==> src/spli_pkg.sv <==
`timescale 1ns / 1ps

package spli_pkg;

   // field widths of the stream words
   localparam int OP_BITS      = 2;
   localparam int ADDR_BITS    = 16;
   localparam int SAMPLE_BITS  = 16;
   localparam int OFFSET_BITS  = 12;
   localparam int CH_BITS      = 3;
   localparam int CC_BITS      = 4;
   localparam int LEN_BITS     = 17;
   localparam int RATE_BITS    = 24;
   localparam int FRAC_BITS    = 16;
   localparam int HEAD_BITS    = 33;

   // sample memory
   localparam int SAMPLE_WORDS = 65536;
   localparam int MAX_CHANNELS = 8;

   // derived widths
   localparam int PROD_BITS    = OFFSET_BITS + RATE_BITS;
   localparam int POS_BITS     = PROD_BITS + 1;
   localparam int WADDR_BITS   = LEN_BITS + CC_BITS;
   localparam int WEIGHT_BITS  = FRAC_BITS + 1;
   localparam int MUL_BITS     = SAMPLE_BITS + WEIGHT_BITS + 1;
   localparam int SUM_BITS     = MUL_BITS + 1;

   // stream packing
   localparam int REQ_DATA_BITS = 64;
   localparam int RSP_DATA_BITS = 24;

   // queue
   localparam int QUEUE_DEPTH  = 4;
   localparam int QPTR_BITS    = $clog2(QUEUE_DEPTH);
   localparam int QCNT_BITS    = $clog2(QUEUE_DEPTH + 1);

   // operation codes
   localparam logic [OP_BITS-1:0] OP_LOAD    = 2'd0;
   localparam logic [OP_BITS-1:0] OP_READ    = 2'd1;
   localparam logic [OP_BITS-1:0] OP_ADVANCE = 2'd2;
   localparam logic [OP_BITS-1:0] OP_NONE    = 2'd3;

   // register indexes
   localparam logic [1:0] REG_CHANNELS = 2'd0;
   localparam logic [1:0] REG_LENGTH   = 2'd1;
   localparam logic [1:0] REG_RATE     = 2'd2;
   localparam logic [1:0] REG_LOOPING  = 2'd3;

   // register reset values
   localparam logic [CC_BITS-1:0]   CHANNELS_RESET = 4'd1;
   localparam logic [LEN_BITS-1:0]  LENGTH_RESET   = 17'd65536;
   localparam logic [RATE_BITS-1:0] RATE_RESET     = 24'd65536;

   typedef struct packed {
      logic [CC_BITS-1:0]   channel_count;
      logic [LEN_BITS-1:0]  length_frames;
      logic [RATE_BITS-1:0] rate_ratio;
      logic                 looping;
   } cfg_type;

   // one classified word between front and back
   typedef struct packed {
      logic [OP_BITS-1:0]            op;
      logic [ADDR_BITS-1:0]          addr;
      logic signed [SAMPLE_BITS-1:0] value;
      logic [CH_BITS-1:0]            channel;
      logic [PROD_BITS-1:0]          prod;
   } entry_type;

endpackage

==> src/spli_fifo.sv <==
`timescale 1ns / 1ps

module spli_fifo (
   input  logic                clock,
   input  logic                reset,
   input  logic                push_valid,
   output logic                push_ready,
   input  spli_pkg::entry_type push_data,
   output logic                pop_valid,
   input  logic                pop_ready,
   output spli_pkg::entry_type pop_data
);
   import spli_pkg::*;

   entry_type               slot_ff [QUEUE_DEPTH];
   logic [QPTR_BITS-1:0]    wr_ptr_ff, wr_ptr_in;
   logic [QPTR_BITS-1:0]    rd_ptr_ff, rd_ptr_in;
   logic [QCNT_BITS-1:0]    count_ff, count_in;
   logic                    do_push, do_pop;

   assign push_ready = (count_ff != QCNT_BITS'(QUEUE_DEPTH));
   assign pop_valid  = (count_ff != '0);
   assign pop_data   = slot_ff[rd_ptr_ff];
   assign do_push    = push_valid && push_ready;
   assign do_pop     = pop_valid && pop_ready;

   // advance pointers and count
   always_comb begin
      wr_ptr_in = wr_ptr_ff;
      rd_ptr_in = rd_ptr_ff;
      count_in  = count_ff;
      if (do_push) begin
         wr_ptr_in = (wr_ptr_ff == QPTR_BITS'(QUEUE_DEPTH - 1)) ? '0 : wr_ptr_ff + 1'b1;
      end
      if (do_pop) begin
         rd_ptr_in = (rd_ptr_ff == QPTR_BITS'(QUEUE_DEPTH - 1)) ? '0 : rd_ptr_ff + 1'b1;
      end
      if (do_push && !do_pop) begin
         count_in = count_ff + 1'b1;
      end else if (do_pop && !do_push) begin
         count_in = count_ff - 1'b1;
      end
   end

   always_ff @(posedge clock) begin
      if (reset) begin
         wr_ptr_ff <= '0;
         rd_ptr_ff <= '0;
         count_ff  <= '0;
      end else begin
         wr_ptr_ff <= wr_ptr_in;
         rd_ptr_ff <= rd_ptr_in;
         count_ff  <= count_in;
      end
   end

   // store pushed word
   always_ff @(posedge clock) begin
      if (do_push) begin
         slot_ff[wr_ptr_ff] <= push_data;
      end
   end

endmodule

==> config.mk <==
export PLATFORM = sky130hd
export DESIGN_NAME = spli_fifo
export DESIGN_NICKNAME = d
export VERILOG_FILES = /design/src/spli_pkg.sv /design/src/spli_fifo.sv
export SDC_FILE = /design/constraint.sdc
export NUM_CORES = 1
export LEC_CHECK = 0
export BUFFER_PORTS_ARGS = -buffer_cell sky130_fd_sc_hd__buf_2
export CAP_MARGIN = 10
export CORE_ASPECT_RATIO = 1.75
export CORE_MARGIN = 4
export CORE_UTILIZATION = 30
export CTS_BUF_LIST = sky130_fd_sc_hd__clkbuf_8
export DETAILED_ROUTE_END_ITERATION = 16
export PLACE_DENSITY = 0.6
export SETUP_SLACK_MARGIN = 0.5
export SLEW_MARGIN = 25
export SYNTH_ARGS = -nofsm -noshare
export SYNTH_HDL_FRONTEND = slang
export SYNTH_SLANG_ARGS = --single-unit
export TNS_END_PERCENT = 50
==> constraint.sdc <==
create_clock -name clock -period 2 [get_ports clock]
set_input_delay 0.5 -clock clock [delete_from_list [all_inputs] [get_ports clock]]
set_output_delay 0.5 -clock clock [all_outputs]
set_load 0.005 [all_outputs]
**Word-level counts from Yosys, hierarchy flattened**

Memory sizes are Yosys's and may differ from the RTL's. A register that Yosys moved wholly into a read port is not among the register bits.
Cells that the tools add are included.

- Flip-flop bits (word level): 7
- RAM bits: 292
- Input port bits: 77
- Output and inout bits: 75
- Word-level logic and storage cells: 27
- Memories: 1

Memory list:

| memory | words | bits a word | read ports | clocked after memory_dff | write ports | RTL line | RTL |
|---|---|---|---|---|---|---|---|
| slot_ff | 4 | 73 | 1 | 1 | 1 | spli_fifo.sv:15 | `entry_type slot_ff [QUEUE_DEPTH];` |

- $add $sub $neg: 4
- Eq/ne operators: 3
- Mux-type cells: 8
- Reduce and logical (&&, ||, !) cells: 8

Operators by type and width:

| cell | count |
|---|---|
| 2-bit 2-to-1 mux | 4 |
| 3-bit 2-to-1 mux | 2 |
| 2-bit by 1-bit adder with 2-bit output (second input constant) | 2 |
| 2-bit == test (second input constant) | 2 |
| 1-bit logical AND | 4 |
| 3-bit by 1-bit adder with 3-bit output (second input constant) | 1 |
| 3-bit != test (second input constant) | 1 |
| 3-bit nonzero test | 1 |
| 3-bit by 1-bit subtractor with 3-bit output (second input constant) | 1 |
| 1-bit zero test | 2 |
| 1-bit 2-to-1 mux | 2 |
| 2-bit nonzero test | 1 |

**Depth between registers and ports, before layout**

- Depth after elaboration: 6
- Gate-level depth with buffers: 9
- Gate-level depth less buffers: 8

**Least setup slack after synthesis**

Ideal clock, no wire load.

- Path kind: reg-to-reg
- Start point: register count_ff[0]
- End point: register count_ff[2]
- Library setup time: 0.070 ns
- Arrival: 2.119 ns
- Required time: 1.930 ns
- Setup slack: -0.189 ns
- Cell stages (with the launch flop): 8
- Buffers on the path: 0
- Clock period less this slack: 2.189 ns
- Cell sequence: dfxtp_1 -> o31ai_1 -> ha_1 -> inv_1 -> fa_1 -> xor2_1 -> or3_2 -> a21oi_1

- Word-level cells in the longest chain between the ends: 5
- Elaborated cells on any way between the ends: 13
- Classes of those cells: add/sub (2); eq/ne (1); mux (2); reduce/logical (8)

RTL lines:

| what | RTL line | RTL |
|---|---|---|
| start, declared | spli_fifo.sv:18 | `logic [QCNT_BITS-1:0] count_ff, count_in;` |
| start signal, assigned | spli_fifo.sv:53 | `count_ff <= count_in;` |
| branches (longest 5 deep; another with 3-bit by 1-bit subtractor with 3-bit output) | - |  |

Several ways; the timed one is not identified. The select of a mux whose other input is x is not followed.
A chain may end at the register's enable or synchronous reset.

==> run summary <==
## Outcome
* outcome: complete, but fails checks
* violated checks: negative setup slack

## Final layout
* fin area: 14870 sq um
* total of fill cells in the finished design: 3220
* number of standard cells in the final layout excluding fillers: 1204
* Final Net Count: 777
* share of post-route cells with drive strength above 1: 0.5350
* relative area change from synthesis to final layout: 35.36%

## Yosys
* post-synthesis net count: 513
* Post-Syn Area: 10990 sq um
* number of unique standard cell types used by synthesis: 27
* part of the Yosys area used for sequential elements: 0.8146
* number of synthesized register bits: 301
* post-synthesis cell count: 429
* mean area per synthesized cell: 25.61 sq um
* Synthesis Warnings: 0

## GRT
* pin count of the biggest net entering global routing: 74
* number of antenna violations at the first check in global routing: 7
* total gr overflow: 0
* via count of the first global-routing pass: 5846
* global-route wire length before repair: 37.49 mm
* GR Util All Layers: 0.1266

## Flow run
* max-capacitance violation count: 0

## Worst setup path
* biggest fanout along the worst timing path: 8
* Worst setup SP type: register
* worst reg2reg startpoint: count_ff[0]
* Reg2Reg Capture Point: count_ff[2]
* data required time of the worst path: 1.50 ns
* register-to-register path setup slack: 0.02 ns
* endpoint kind of the worst setup timing path: output pin
* type of the worst setup path: register to output pin
* critical path arrival: 1.92 ns
* Worst Reg2Reg Path Length in Cells: 8

## Placement
* weighted congestion at the end of routability-driven global placement: 0.7154
* input/output buffers: 151
* HPWL after detailed placement: 14.19 mm
* DP Area: 12610 sq um
* number of placed instances with taps included: 1049

## Timing
* final setup TNS: -27.86 ns
* highest clock rate: 0.4126 GHz
* Final Setup Violations: 74
* Worst Setup Slack, final: -0.4239 ns
* hold_ws: 0.1468 ns
* min cycle time layout: 2.424 ns
* share of the cycle needed by the critical path after routing: 1.212
* Setup Skew: 0.02025 ns
* setup repair after global routing missed its margin: true
* number of hold-slack violations in the final timing report: 0
* Max Transition Viols Final: 0
* Slew HR: 0.7970
* worst slew pin tran: 0.3045 ns

## Power
* static leakage power: 5.112 nW
* power density relative to cell area: 1188 nW/um^2
* PnR Total Power: 17.67 mW
* maximum ir drop on the vdd rail: 897.5 uV

## Clock tree
* clock slew seen by the registers of the worst setup and hold paths: 0.07 ns
* number of CTS-inserted buffers: 45
* Bufs on Longest Clock Path: 3
* TritonCTS Sinks: 301
* count of H-tree levels built during CTS: 2
* TritonCTS clock tree: yes
* number of buffers inserted for hold repair after clock tree synthesis: 0
* clock network latency to the later pin of the worst-skew pair: 0.56 ns
* buffer cell driving the clock tree root: sky130_fd_sc_hd__clkbuf_8

## Die
* io pins: 152
* placement row count: 92
* effective utilization at floorplan: 0.3039
* area of the core region: 36140 sq um
* die span in y: 261.1 microns
* width of the die: 152.7 microns
* die outline area: 39870 sq um

## Routing
* number of vias per cell after detailed routing: 4.542
* total number of vias: 5468
* initial detailed-routing violation count: 318
* number of detailed-routing iterations run before antenna repair: 4
* routed len/inst: 22.94 microns
* residual antenna-violating net count after detailed routing: 0
* residual DRC count: 0
* Routed WL: 27.62 mm

## Worst hold path
* Hold Path Depth: 1
* end of the worst hold path: slot_ff[0][41]
* Hold Crit Class: primary input to register
* critical hold path startpoint: push_data[41]

-- per-stage QoR --
step	util	worst slack (ns)
floorplan	-	0.02675
global placement	0.3489	0.05461
detailed placement	0.3489	0.01101
CTS	0.3953	-0.5004
global route	0.4113	-0.5143
finish	0.4114	-0.4239
-- worst max-delay path, cell delays in order, from the launching register on --
cell and delay (ns):
sky130_fd_sc_hd__dfxtp_4 0.37, sky130_fd_sc_hd__buf_12 0.14, sky130_fd_sc_hd__buf_6 0.19, sky130_fd_sc_hd__mux4_2 0.51, sky130_fd_sc_hd__buf_2 0.16
-- report_power, final --
group | internal [mW] | total, mW | switching [mW] | leakage, nW
clock network | 2.59 | 4.90 | 2.32 | 0.496
logic | 2.81 | 4.94 | 2.13 | 1.86
registers | 7.65 | 7.82 | 0.168 | 2.75
-- registers in the layout, indices dropped and copies added (netlist names), named ones only --
register   count
slot_ff      292
wr_ptr_ff      2
rd_ptr_ff      2
count_ff       3
-- cells in the final DEF, fill, tap and decap left out, types with 3 or more instances in the layout --
cell / netlist / layout
sky130_fd_sc_hd__edfxtp_1: 292 / 292
sky130_fd_sc_hd__buf_2: 1 / 130
sky130_fd_sc_hd__mux4_2: 73 / 73
sky130_fd_sc_hd__clkbuf_8: 0 / 47
sky130_fd_sc_hd__buf_6: 0 / 38
sky130_fd_sc_hd__buf_12: 0 / 23
sky130_fd_sc_hd__buf_16: 0 / 18
sky130_fd_sc_hd__inv_1: 3 / 14
sky130_fd_sc_hd__buf_4: 7 / 11
sky130_fd_sc_hd__clkinv_1: 0 / 10
sky130_fd_sc_hd__and3_4: 0 / 8
sky130_fd_sc_hd__clkinv_2: 0 / 8
sky130_fd_sc_hd__clkbuf_16: 0 / 8
sky130_fd_sc_hd__diode_2: 0 / 5
sky130_fd_sc_hd__ha_1: 6 / 5
sky130_fd_sc_hd__dfxtp_4: 0 / 5
sky130_fd_sc_hd__dfxtp_1: 9 / 4
sky130_fd_sc_hd__nor2_1: 3 / 3
sky130_fd_sc_hd__mux2i_1: 3 / 3
sky130_fd_sc_hd__bufinv_16: 0 / 3
sky130_fd_sc_hd__buf_8: 0 / 3
-- layout make-up --
type | instances | area, sq um | area share
antenna | 5 | 12.51 | 0.0008414
clock buffer | 47 | 646.9 | 0.04350
clock inverter | 36 | 236.5 | 0.01590
inverter | 3 | 11.26 | 0.0007573
multi-input combinational | 111 | 2046 | 0.1376
sequential | 301 | 8967 | 0.6030
tap | 470 | 588.1 | 0.03955
timing repair buffer | 231 | 2362 | 0.1589
-- cells by family after synthesis --
logic type | synth area share
buffers and inverters | 0.009908
xor gates and xnor gates | 0.001595
AOI/OAI and AO/OA | 0.003189
DFF | 0.8146
adders and majority gates | 0.008656
muxes | 0.1524
and+or+nand+nor | 0.009680
-- synth_stat cells, drive strengths merged --
cell    instances  area share
edfxtp        292        0.80
mux4           73        0.15
buf            15      0.0076
dfxtp           9       0.016
ha              6      0.0068
and3            4      0.0027
clkbuf          3      0.0013
inv             3      0.0010
mux2i           3      0.0027
nor2            3      0.0010
or3             3      0.0019
a21oi           2     0.00091
nand2b          2      0.0011
o31ai           2      0.0018
xor2            2      0.0016
and2            1     0.00080
fa              1      0.0018
nand2           1     0.00034
nand3           1     0.00046
nor3            1     0.00046
o21ai           1     0.00046
or3b            1     0.00080
-- timing repair --
| item | CTS | global route |
|---|---|---|
| buffers inserted | 24 | 10 |
| pin swaps | 6 | 6 |
| endpoints found under the setup margin | 370 | 370 |
| resized for setup | 43 | 44 |
| gates cloned | 18 | 15 |
-- worst max-delay path by stage --
stage | startpoint | endpoint | cells past startpoint
final | register | pop_data[57] | 4
after global routing | register | pop_data[57] | 4
after CTS | register | pop_data[1] | 3
after detailed placement | push_valid | count_ff[2] | 8
after global placement | push_valid | count_ff[2] | 8
after floorplan | count_ff[0] | count_ff[2] | 9
-- per-layer routing --
metal	track usage	vias to the layer above	share of wire	wire length [microns]
met5	0	-	0.00098	27
met4	0.04929	4	0.027	753
met3	0.02976	43	0.039	1085
met2	0.2433	125	0.58	16030
met1	0.1326	2885	0.35	9723
li1	-	2411	-	-
Note: power is estimated with default switching activity, not from simulation.
