## config.mk

```make
export PLATFORM = sky130hd
export DESIGN_NAME = spli_front
export DESIGN_NICKNAME = d
export VERILOG_FILES = /design/src/spli_pkg.sv /design/src/spli_front.sv
export SDC_FILE = /design/constraint.sdc
export NUM_CORES = 1
export LEC_CHECK = 0
export CORE_MARGIN = 10
export CORE_UTILIZATION = 45
export CTS_CLUSTER_DIAMETER = 100
export DETAILED_ROUTE_END_ITERATION = 12
export DONT_BUFFER_PORTS = 1
export PLACE_DENSITY = 0.67
export SLEW_MARGIN = 30
export SYNTH_ARGS = -nofsm -noshare
export SYNTH_HDL_FRONTEND = slang
export SYNTH_SLANG_ARGS = --single-unit
export TNS_END_PERCENT = 5
```

## constraint.sdc

```tcl
create_clock -name clock -period 13 [get_ports clock]
set_input_delay 1.3 -clock clock [delete_from_list [all_inputs] [get_ports clock]]
set_output_delay 1.3 -clock clock [all_outputs]
set_load 0.01 [all_outputs]
```

## src/spli_pkg.sv

```systemverilog
`timescale 1ns / 1ps

package spli_pkg;

   // field widths of the stream words
   localparam int OP_BITS      = 2;
   localparam int ADDR_BITS    = 16;
   localparam int SAMPLE_BITS  = 16;
   localparam int OFFSET_BITS  = 12;
   localparam int CH_BITS      = 3;
   localparam int CC_BITS      = 4;
   localparam int LEN_BITS     = 17;
   localparam int RATE_BITS    = 24;
   localparam int FRAC_BITS    = 16;
   localparam int HEAD_BITS    = 33;

   // sample memory
   localparam int SAMPLE_WORDS = 65536;
   localparam int MAX_CHANNELS = 8;

   // derived widths
   localparam int PROD_BITS    = OFFSET_BITS + RATE_BITS;
   localparam int POS_BITS     = PROD_BITS + 1;
   localparam int WADDR_BITS   = LEN_BITS + CC_BITS;
   localparam int WEIGHT_BITS  = FRAC_BITS + 1;
   localparam int MUL_BITS     = SAMPLE_BITS + WEIGHT_BITS + 1;
   localparam int SUM_BITS     = MUL_BITS + 1;

   // stream packing
   localparam int REQ_DATA_BITS = 64;
   localparam int RSP_DATA_BITS = 24;

   // queue
   localparam int QUEUE_DEPTH  = 4;
   localparam int QPTR_BITS    = $clog2(QUEUE_DEPTH);
   localparam int QCNT_BITS    = $clog2(QUEUE_DEPTH + 1);

   // operation codes
   localparam logic [OP_BITS-1:0] OP_LOAD    = 2'd0;
   localparam logic [OP_BITS-1:0] OP_READ    = 2'd1;
   localparam logic [OP_BITS-1:0] OP_ADVANCE = 2'd2;
   localparam logic [OP_BITS-1:0] OP_NONE    = 2'd3;

   // register indexes
   localparam logic [1:0] REG_CHANNELS = 2'd0;
   localparam logic [1:0] REG_LENGTH   = 2'd1;
   localparam logic [1:0] REG_RATE     = 2'd2;
   localparam logic [1:0] REG_LOOPING  = 2'd3;

   // register reset values
   localparam logic [CC_BITS-1:0]   CHANNELS_RESET = 4'd1;
   localparam logic [LEN_BITS-1:0]  LENGTH_RESET   = 17'd65536;
   localparam logic [RATE_BITS-1:0] RATE_RESET     = 24'd65536;

   typedef struct packed {
      logic [CC_BITS-1:0]   channel_count;
      logic [LEN_BITS-1:0]  length_frames;
      logic [RATE_BITS-1:0] rate_ratio;
      logic                 looping;
   } cfg_type;

   // one classified word between front and back
   typedef struct packed {
      logic [OP_BITS-1:0]            op;
      logic [ADDR_BITS-1:0]          addr;
      logic signed [SAMPLE_BITS-1:0] value;
      logic [CH_BITS-1:0]            channel;
      logic [PROD_BITS-1:0]          prod;
   } entry_type;

endpackage

```

## src/spli_front.sv

```systemverilog
`timescale 1ns / 1ps

module spli_front (
   input  logic                                clock,
   input  logic                                reset,
   input  spli_pkg::cfg_type                   cfg,
   input  logic                                req_tvalid,
   output logic                                req_tready,
   input  logic [spli_pkg::REQ_DATA_BITS-1:0]  req_tdata,
   input  logic [spli_pkg::OP_BITS-1:0]        req_tuser,
   output logic                                push_valid,
   input  logic                                push_ready,
   output spli_pkg::entry_type                 push_data
);
   import spli_pkg::*;

   logic                         hold_valid_ff, hold_valid_in;
   logic [OP_BITS-1:0]           hold_op_ff;
   logic [REQ_DATA_BITS-1:0]     hold_data_ff;
   logic                         hold_done;
   logic                         hold_drop;
   logic [OFFSET_BITS-1:0]       frames;

   // unpack: address, value, offset, channel, advance frames
   assign hold_drop = (hold_op_ff == OP_NONE);
   assign frames    = (hold_op_ff == OP_READ) ? hold_data_ff[43:32] : hold_data_ff[58:47];

   assign push_valid        = hold_valid_ff && !hold_drop;
   assign push_data.op      = hold_op_ff;
   assign push_data.addr    = hold_data_ff[15:0];
   assign push_data.value   = $signed(hold_data_ff[31:16]);
   assign push_data.channel = hold_data_ff[46:44];
   assign push_data.prod    = PROD_BITS'(frames) * PROD_BITS'(cfg.rate_ratio);

   assign hold_done  = hold_valid_ff && (hold_drop || push_ready);
   assign req_tready = !hold_valid_ff || hold_done;

   always_comb begin
      hold_valid_in = hold_valid_ff;
      if (req_tvalid && req_tready) begin
         hold_valid_in = 1'b1;
      end else if (hold_done) begin
         hold_valid_in = 1'b0;
      end
   end

   always_ff @(posedge clock) begin
      if (reset) begin
         hold_valid_ff <= 1'b0;
      end else begin
         hold_valid_ff <= hold_valid_in;
      end
   end

   // capture accepted word
   always_ff @(posedge clock) begin
      if (req_tvalid && req_tready) begin
         hold_op_ff   <= req_tuser;
         hold_data_ff <= req_tdata;
      end
   end

endmodule

```

-- Word level (Yosys, flattened, before mapping)
Index checks and enable logic that the tools add are counted.
Widths: inputs -> output; s select.
- flip-flop bits (word level): 62
- bits of input ports: 116
- logic and storage cells: 17
- multiply operators: 1
- eq/ne operators: 2
- mux-type cells: 3
- reduce and logical (&&, ||, !) cells: 8
- operators by type and width (kind ; count):
    $mul 12x24->36 ; 1
    $mux 12 ; 1
    $logic_and 1x1->1 ; 3
    $eq 2x1->1 const B ; 1
    $eq 2x2->1 const B ; 1
    $logic_not 1->1 ; 2
    $logic_or 1x1->1 ; 2
    $mux 1 ; 2
    $reduce_bool 2->1 ; 1

-- Depth between registers and ports, before layout
Gate-level depths: netlist of the first run.
- word-level depth: 6
- mapped depth: 25
- mapped depth without buffers: 22

-- Worst setup path before layout of the first run
Ideal clock, no wire load.
- kind: flip-flop to output port
- from: register hold_op_ff[1]
- to: output port push_data[32] (netlist name)
- arrival time: 6236 ps
- required time: 11700 ps
- path slack: 5464 ps
- stages on the path, launching flop included: 24
- buffers on the path: 2
- path through: edfxtp_1 > nor2b_1 > clkbuf_1 > mux2_2 > clkbuf_1 > and2_1 > fa_1 > inv_1 > fa_1 > inv_1 > fa_1 > fa_1 > inv_1 > fa_1 > inv_1 > ha_1 > o21ai_0 > o21bai_1 > a21o_1 > a221o_2 > o2111a_1 > nor2_2 > o21ai_1 > a221oi_2
- RTL lines (item ; line ; RTL):
    from (decl) ; spli_front.sv:18 ; logic [OP_BITS-1:0] hold_op_ff;
    from (signal assigned) ; spli_front.sv:58 ; hold_op_ff <= req_tuser;
    to (decl) ; spli_front.sv:13 ; output spli_pkg::entry_type push_data

==> Implementation_results.wiki, run 1 <==
{| class="wikitable"
! Metric !! Value
|-
| Largest net degree at the start of global routing || 62
|-
| Clk slew on worst S/H paths || 50 ps
|-
| DIE WIDTH || 178 um
|-
| Worst path top cell family by delay || adder cells
|-
| Antenna violations before repair || 2
|-
| Final antenna-violating net count || 0
|-
| Ratio of cells with drive above 1 in the final layout || 3.77%
|-
| CP Class || flip-flop to output pin
|-
| Maximum single-stage delay on the critical path || 680 ps
|-
| Leading cell type in the layout, fill and taps excluded || inv_1
|-
| I/O Pins || 191
|-
| Met2 routing resource usage after global routing || 32.7%
|-
| Syn Std Cell Area || 11300 um^2
|-
| Result of the run || completed
|-
| Worst EP arrival || 7180 ps
|-
| Final number of setup-violating endpoints || 0
|-
| Tightest hold margin || 827 ps
|-
| Cell type contributing the most total cell area after synthesis || fa_1
|-
| Weighted congestion reported at the end of routability-driven placement || 0.865
|-
| RSZ-0062 raised after global routing || false
|-
| Final Hold Viols || 0
|-
| Residual overflow from global routing || 0
|-
| Routed WL || 26900 um
|-
| Most crowded layer after global routing || met2
|-
| Net count of the mapped netlist || 1599
|-
| Vias per Instance || 5.24
|-
| Setup TNS || 0 ps
|-
| Max-cap violations || 0
|-
| Highest net fanout along the worst path || 24
|-
| CP Data Required Time || 11700 ps
|-
| Die area || 31800 um^2
|-
| First-pass GRT wire length || 43800 um
|-
| Number of global-route vias before repair || 8167
|-
| Max-slew headroom at the worst pin || 49.9%
|-
| Number of design rule violations left after detail routing || 0
|-
| CP endpoint kind || output pin
|-
| Final max-slew violation count || 0
|-
| Slowest stage cell on the critical path || mux2_2
|-
| Hold/Removal Path Class || flip-flop to flip-flop
|-
| Clock Sinks || 62
|-
| Leading cell types in the layout, fill and taps excluded || 248 x inv_1, 221 x nand2_1, 220 x fa_1
|-
| Count of buffers added by post-CTS timing repair for setup || 0
|-
| Crit path buffers/inverters || 4
|-
| Clock skew || 5.04 ps
|-
| Worst path most repeated cell || fa_1
|-
| Series of cell instances along the critical path || nor2b_1 -> buf_4 -> mux2_2 -> nand2_1 -> fa_1 -> fa_1 -> fa_1 -> inv_1 -> fa_1 -> inv_1 -> fa_1 -> inv_1 -> ha_1 -> a21oi_1 -> o21ai_0 -> nand2_1 -> o21ai_0 -> a31o_2 -> a21boi_0 -> o21ai_0 -> xor2_1
|-
| Clock root cell || clkbuf_16
|-
| Mean routed wirelength per cell || 18.7 um
|-
| Initial standard-cell utilization of the core || 46.0%
|-
| Met1 Track Usage GR || 20.3%
|-
| Die Span Y || 178 um
|-
| GR Util All Layers || 17.5%
|-
| CTS tree || built
|-
| Flops & latches, synth || 62
|-
| Post-synthesis sequential area ratio || 16.4%
|-
| Final critical path time including I/O delays and setup || 8480 ps
|-
| Cells after Synth || 1189
|-
| Post-CTS Hold Fix Bufs || 0
|-
| FMAX || 118 MHz
|-
| DRC violation total after the first TritonRoute iteration || 393
|-
| Total CTS buffers || 9
|-
| Clk buf depth || 2
|-
| Mean area per synthesized cell || 9.47 um^2
|-
| Category of the worst setup path launch point || flip-flop
|-
| Met3 routing resource usage after global routing || 3.59%
|-
| Dominant register cell in the synthesized netlist || edfxtp_1
|-
| Async set-reset flop share out of synthesis || 0%
|-
| Share of the synthesized area in the top cell type || 39.1%
|-
| Layout-stage area growth over the synthesis result || 2.27%
|-
| Yosys warning count || 0
|-
| Count of standard-cell rows || 57
|-
| First-pass iteration count of the detailed router || 4
|-
| Synth unique cells || 49
|-
| Buffers added on ports || 0
|-
| Post-CTS resize count || 0
|-
| HPWL after DPL || 21400 um
|-
| Main area contributors after synthesis || fa_1 39%, edfxtp_1 16%, inv_1 8.3%, ha_1 8.2%, nand2_1 7.4%
|-
| # nets final || 1518
|-
| Number of enable-type register cells in the synthesized netlist || 61
|-
| Tightest Pin Transition || 751 ps
|-
| Reg-to-reg slack, setup || 10870 ps
|-
| Number of levels in the clock H-tree || 3
|-
| Area of the core || 24500 um^2
|-
| Insertion delay of the later-clocked pin in the worst-skew pair || 320 ps
|-
| Total via count in the routed design || 7531
|-
| Final clock period utilization by the worst path || 65.3%
|}
[metal layers]
layer  vias to the layer above  share of wire, %
li1                       3385                 -
met1                      3929                39
met2                       199                54
met3                        18               5.8
met4                         0               1.1
met5                         -                 0
[kinds of logic after synthesis]
family	share of synthesized area, %
AOI/OAI and AO/OA	5.62
xor gates and xnor gates	2.18
adders and majority gates	47.3
buffers and inverters	12.6
DFF	16.4
muxes	1.29
and+or+nand+nor	14.6
[worst min-delay path, cell delays in order, from the launching register on]
cell      delay, ps
dfxtp_1         300
a21boi_0        180
nand2b_1        200
a21oi_1         100
[layout make-up]
cell class                      count  area (um^2)
Antenna cell                        1         2.50
Clock buffer                       10          229
Clock inverter                      6         86.3
Fill cell                        2339        12900
Inverter                          248          931
Multi-Input combinational cell    785         8000
Sequential cell                    62         1850
Tap cell                          324          405
Timing Repair Buffer                2         15.0
[metrics by stage]
step           utilization (%)  setup WS, ps  instances  instance area [um^2]
2_1_floorplan                -          5460       1189                 11300
3_3_place_gp              45.8          4980       1421                 11200
3_5_place_dp              45.8          4850       1421                 11200
4_1_cts                   47.1          4500       1437                 11500
5_1_grt                   47.1          4120       1438                 11500
6_report                  47.1          4520       1438                 11500
[synthesized netlist by cell type (2+ instances only)]
| cell | n |
|---|---|
| a211oi_2 | 2 |
| buf_4 | 35 |
| clkbuf_1 | 58 |
| nand3_1 | 6 |
| and2_1 | 90 |
| a21oi_1 | 30 |
| or3_1 | 2 |
| nand4_1 | 7 |
| nor2b_1 | 2 |
| o21bai_1 | 3 |
| edfxtp_1 | 61 |
| xnor2_1 | 20 |
| mux2_2 | 12 |
| nand2b_1 | 3 |
| o211ai_1 | 2 |
| o21ai_0 | 16 |
| o21a_1 | 5 |
| a221oi_2 | 2 |
| inv_1 | 248 |
| and4_1 | 2 |
| nand2_1 | 221 |
| a21o_1 | 8 |
| a31o_2 | 2 |
| nor3_1 | 2 |
| ha_1 | 74 |
| a21boi_0 | 3 |
| xor2_1 | 8 |
| fa_1 | 220 |
| a31oi_1 | 3 |
| a211oi_1 | 4 |
| and3_1 | 3 |
| nor2_1 | 18 |
[sequential cells by signal, summed over array words and instances (netlist names)]
signal	count
hold_valid_ff	1
hold_op_ff	2
hold_data_ff	59
[final timing paths]
kind / start / depth (start not counted) / endpoint
setup / recovery: hold_op_ff[0]$_DFFE_PP_ / 21 / push_data[19]
hold / removal: hold_valid_ff$_SDFFE_PP0P_ / 3 / hold_valid_ff$_SDFFE_PP0P_
hold reg to reg: hold_valid_ff$_SDFFE_PP0P_ / 3 / hold_valid_ff$_SDFFE_PP0P_
setup reg to reg: hold_op_ff[1]$_DFFE_PP_ / 4 / hold_data_ff[12]$_DFFE_PP_
Power of run 1 is not shown: default switching activity piles up to over one toggle a cycle in this logic, so the estimate is an artifact.
==> run 2, diff against run 1 <==
PLACE_DENSITY = 0.69   (was 0.67)
clock period = 6.9 ns   (was 13 ns; I/O delays follow)
==> Implementation_results.wiki, run 2 (same netlist as run 1, synthesis figures left out) <==
{| class="wikitable"
! Metric !! Value
|-
| Highest net fanout along the worst path || 13 (-46%)
|-
| Leading cell type in the layout, fill and taps excluded || inv_1
|-
| Reg-to-reg slack, setup || 4620 ps (-6250 ps)
|-
| Post-Layout Inst Area || 12300 um^2 (+6.4%)
|-
| Post-CTS Hold Fix Bufs || 0 (unchanged)
|-
| Cell count of the worst reg-to-reg path || 5 (+1)
|-
| Startpoint of the lowest-slack register-to-register path || hold_op_ff[1]$_DFFE_PP_
|-
| Slowest stage cell on the critical path || fa_1
|-
| Clk buf depth || 2 (unchanged)
|-
| Worst path most repeated cell || fa_1
|-
| I/O Pins || 191 (unchanged)
|-
| Endpoint of the worst register-to-register path || hold_data_ff[8]$_DFFE_PP_
|-
| Layout-stage area growth over the synthesis result || 8.80%
|-
| Routed WL || 27200 um (+1.3%)
|-
| # nets final || 1583 (+4.3%)
|-
| Worst-case hold path end point || hold_valid_ff$_SDFFE_PP0P_
|-
| Mean routed wirelength per cell || 18.1 um (-3.0%)
|-
| Count of filler cells inserted in the layout || 2235 (-4.4%)
|-
| Tightest Pin Transition || 664 ps (-87.2 ps)
|-
| Max-slew headroom at the worst pin || 55.7% (+5.8 points)
|-
| Leading cell types in the layout, fill and taps excluded || 247 x inv_1, 220 x fa_1, 219 x nand2_1
|-
| Final Hold Viols || 0 (unchanged)
|-
| RSZ-0062 raised after global routing || true
|-
| Series of cell instances along the critical path || nor2b_1 -> buf_6 -> buf_6 -> mux2_4 -> buf_6 -> and2_1 -> fa_1 -> fa_1 -> fa_1 -> fa_1 -> fa_1 -> ha_1 -> and4_1 -> and3_4 -> nand4_1 -> o211ai_1 -> nand2_2 -> buf_4 -> buf_4 -> o31ai_4 -> xnor2_2
|-
| Residual overflow from global routing || 0 (unchanged)
|-
| Setup WS post-layout || -187 ps (-4700 ps)
|-
| Number of design rule violations left after detail routing || 0 (unchanged)
|-
| DRC violation total after the first TritonRoute iteration || 410 (+4.3%)
|-
| Placed insts || 1479 (+4.1%)
|-
| Final critical path time including I/O delays and setup || 7090 ps
|-
| First-pass GRT wire length || 44200 um (+0.77%)
|-
| CP endpoint kind || output pin
|-
| Ratio of cells with drive above 1 in the final layout || 11.6% (+7.9 points)
|-
| Violations in the final reports || setup timing
|-
| Max-cap violations || 0 (unchanged)
|-
| Area of the core || 24500 um^2 (unchanged)
|-
| CTS tree || built
|-
| Clock root cell || clkbuf_16
|-
| Category of the worst setup path launch point || flip-flop
|-
| CP Data Required Time || 6210 ps (-5490 ps)
|-
| Total via count in the routed design || 7820 (+3.8%)
|-
| Clk slew on worst S/H paths || 50 ps (about the same)
|-
| Count of standard-cell rows || 57 (unchanged)
|-
| Biggest regs || hold_data_ff (59), hold_op_ff (2), hold_valid_ff (1)
|-
| Worst EP arrival || 6400 ps (-780 ps)
|-
| Antenna violations before repair || 0 (-2)
|-
| Utilization after layout || 50.1% (+3.0 points)
|-
| Pre-CTS WS || -82.0 ps (-4940 ps)
|-
| CP Class || flip-flop to output pin
|-
| Final clock period utilization by the worst path || 103%
|-
| Final max-slew violation count || 0 (unchanged)
|-
| Insertion delay of the later-clocked pin in the worst-skew pair || 320 ps (about the same)
|-
| Weighted congestion reported at the end of routability-driven placement || 0.850 (-1.7%)
|-
| Buffers added on ports || 0 (unchanged)
|-
| Final number of setup-violating endpoints || 10 (+10)
|-
| Number of global-route vias before repair || 8385 (+2.7%)
|-
| Final antenna-violating net count || 0 (unchanged)
|-
| WHS Path Cells || 1 (-2)
|-
| Clock Sinks || 62 (unchanged)
|-
| Worst min-delay path startpoint || reset
|-
| Vias per Instance || 5.21 (-0.59%)
|-
| Largest net degree at the start of global routing || 54 (-13%)
|-
| GR Util All Layers || 17.8% (+0.26 points)
|-
| Max FFs per register || 59 (unchanged)
|-
| Initial standard-cell utilization of the core || 46.0% (unchanged)
|-
| FMAX || 141 MHz
|-
| Inserted Diodes || 0 (-1)
|-
| HPWL after DPL || 22500 um (+5.1%)
|-
| DIE WIDTH || 178 um (unchanged)
|-
| Clock skew || 5.48 ps (+0.440 ps)
|-
| Die Span Y || 178 um (unchanged)
|-
| Die area || 31800 um^2 (unchanged)
|-
| Result of the run || finished with violations
|-
| First-pass iteration count of the detailed router || 5 (+1)
|-
| Hold/Removal Path Class || input port to flip-flop
|-
| Crit path buffers/inverters || 5 (+1)
|-
| Dpl cell area || 11600 um^2 (+3.9%)
|-
| Total CTS buffers || 9 (unchanged)
|-
| Worst path top cell family by delay || adder cells
|-
| Register name with the most flops || hold_data_ff
|-
| Non-Filler Instances || 1502 (+4.5%)
|-
| Maximum single-stage delay on the critical path || 570 ps (-110 ps)
|-
| Number of levels in the clock H-tree || 3 (unchanged)
|}
[run 2: worst reg2reg max path: stages, from the launching register on]
cell,delay [ps]
edfxtp_1,380
buf_4,170
a21boi_0,450
nand2b_1,240
and2_2,330
buf_4,360
[run 2: area by class of cell]
class	count	area [um^2]	area share, %
clock buffer	11	233	1.90
clock inverter	5	73.8	0.602
inverter	248	931	7.60
multi-input combinational	787	8250	67.4
sequential	62	1850	15.1
tap	324	405	3.31
timing repair buffer	65	507	4.13
[run 2: through the flow]
| step | hold WS [ps] | TNS (ps) |
|---|---|---|
| 2_1_floorplan | 727 | 0 |
| 3_3_place_gp | 764 | -8.94 |
| 3_5_place_dp | 765 | -376 |
| 4_1_cts | 424 | -1550 |
| 5_1_grt | 418 | -5030 |
| 6_report | 434 | -1160 |
[run 2: worst max path at each step]
stage          cells past startpoint            end                    start
6_report                          21  push_data[35]  hold_op_ff[1]$_DFFE_PP_
5_1_grt                           23  push_data[30]  hold_op_ff[1]$_DFFE_PP_
4_1_cts                           22  push_data[28]  hold_op_ff[1]$_DFFE_PP_
3_5_place_dp                      23  push_data[31]  hold_op_ff[0]$_DFFE_PP_
3_3_place_gp                      23  push_data[32]  hold_op_ff[1]$_DFFE_PP_
2_1_floorplan                     23  push_data[32]  hold_op_ff[1]$_DFFE_PP_
[run 2: timing repair]
action                     4_1_cts  5_1_grt
pin swaps                       10       15
cloned                           2        0
setup endpoints to repair       16       18
gates resized for setup         40       23
setup buffers                    3        2
[run 2: per-layer routing]
metal  GRT usage (%)  share of wire [%]
met1            20.9                 39
met2            32.6                 54
met3            3.42                5.7
met4            4.37                1.9
met5               0                  0
Power of run 2 is left out for the same reason.
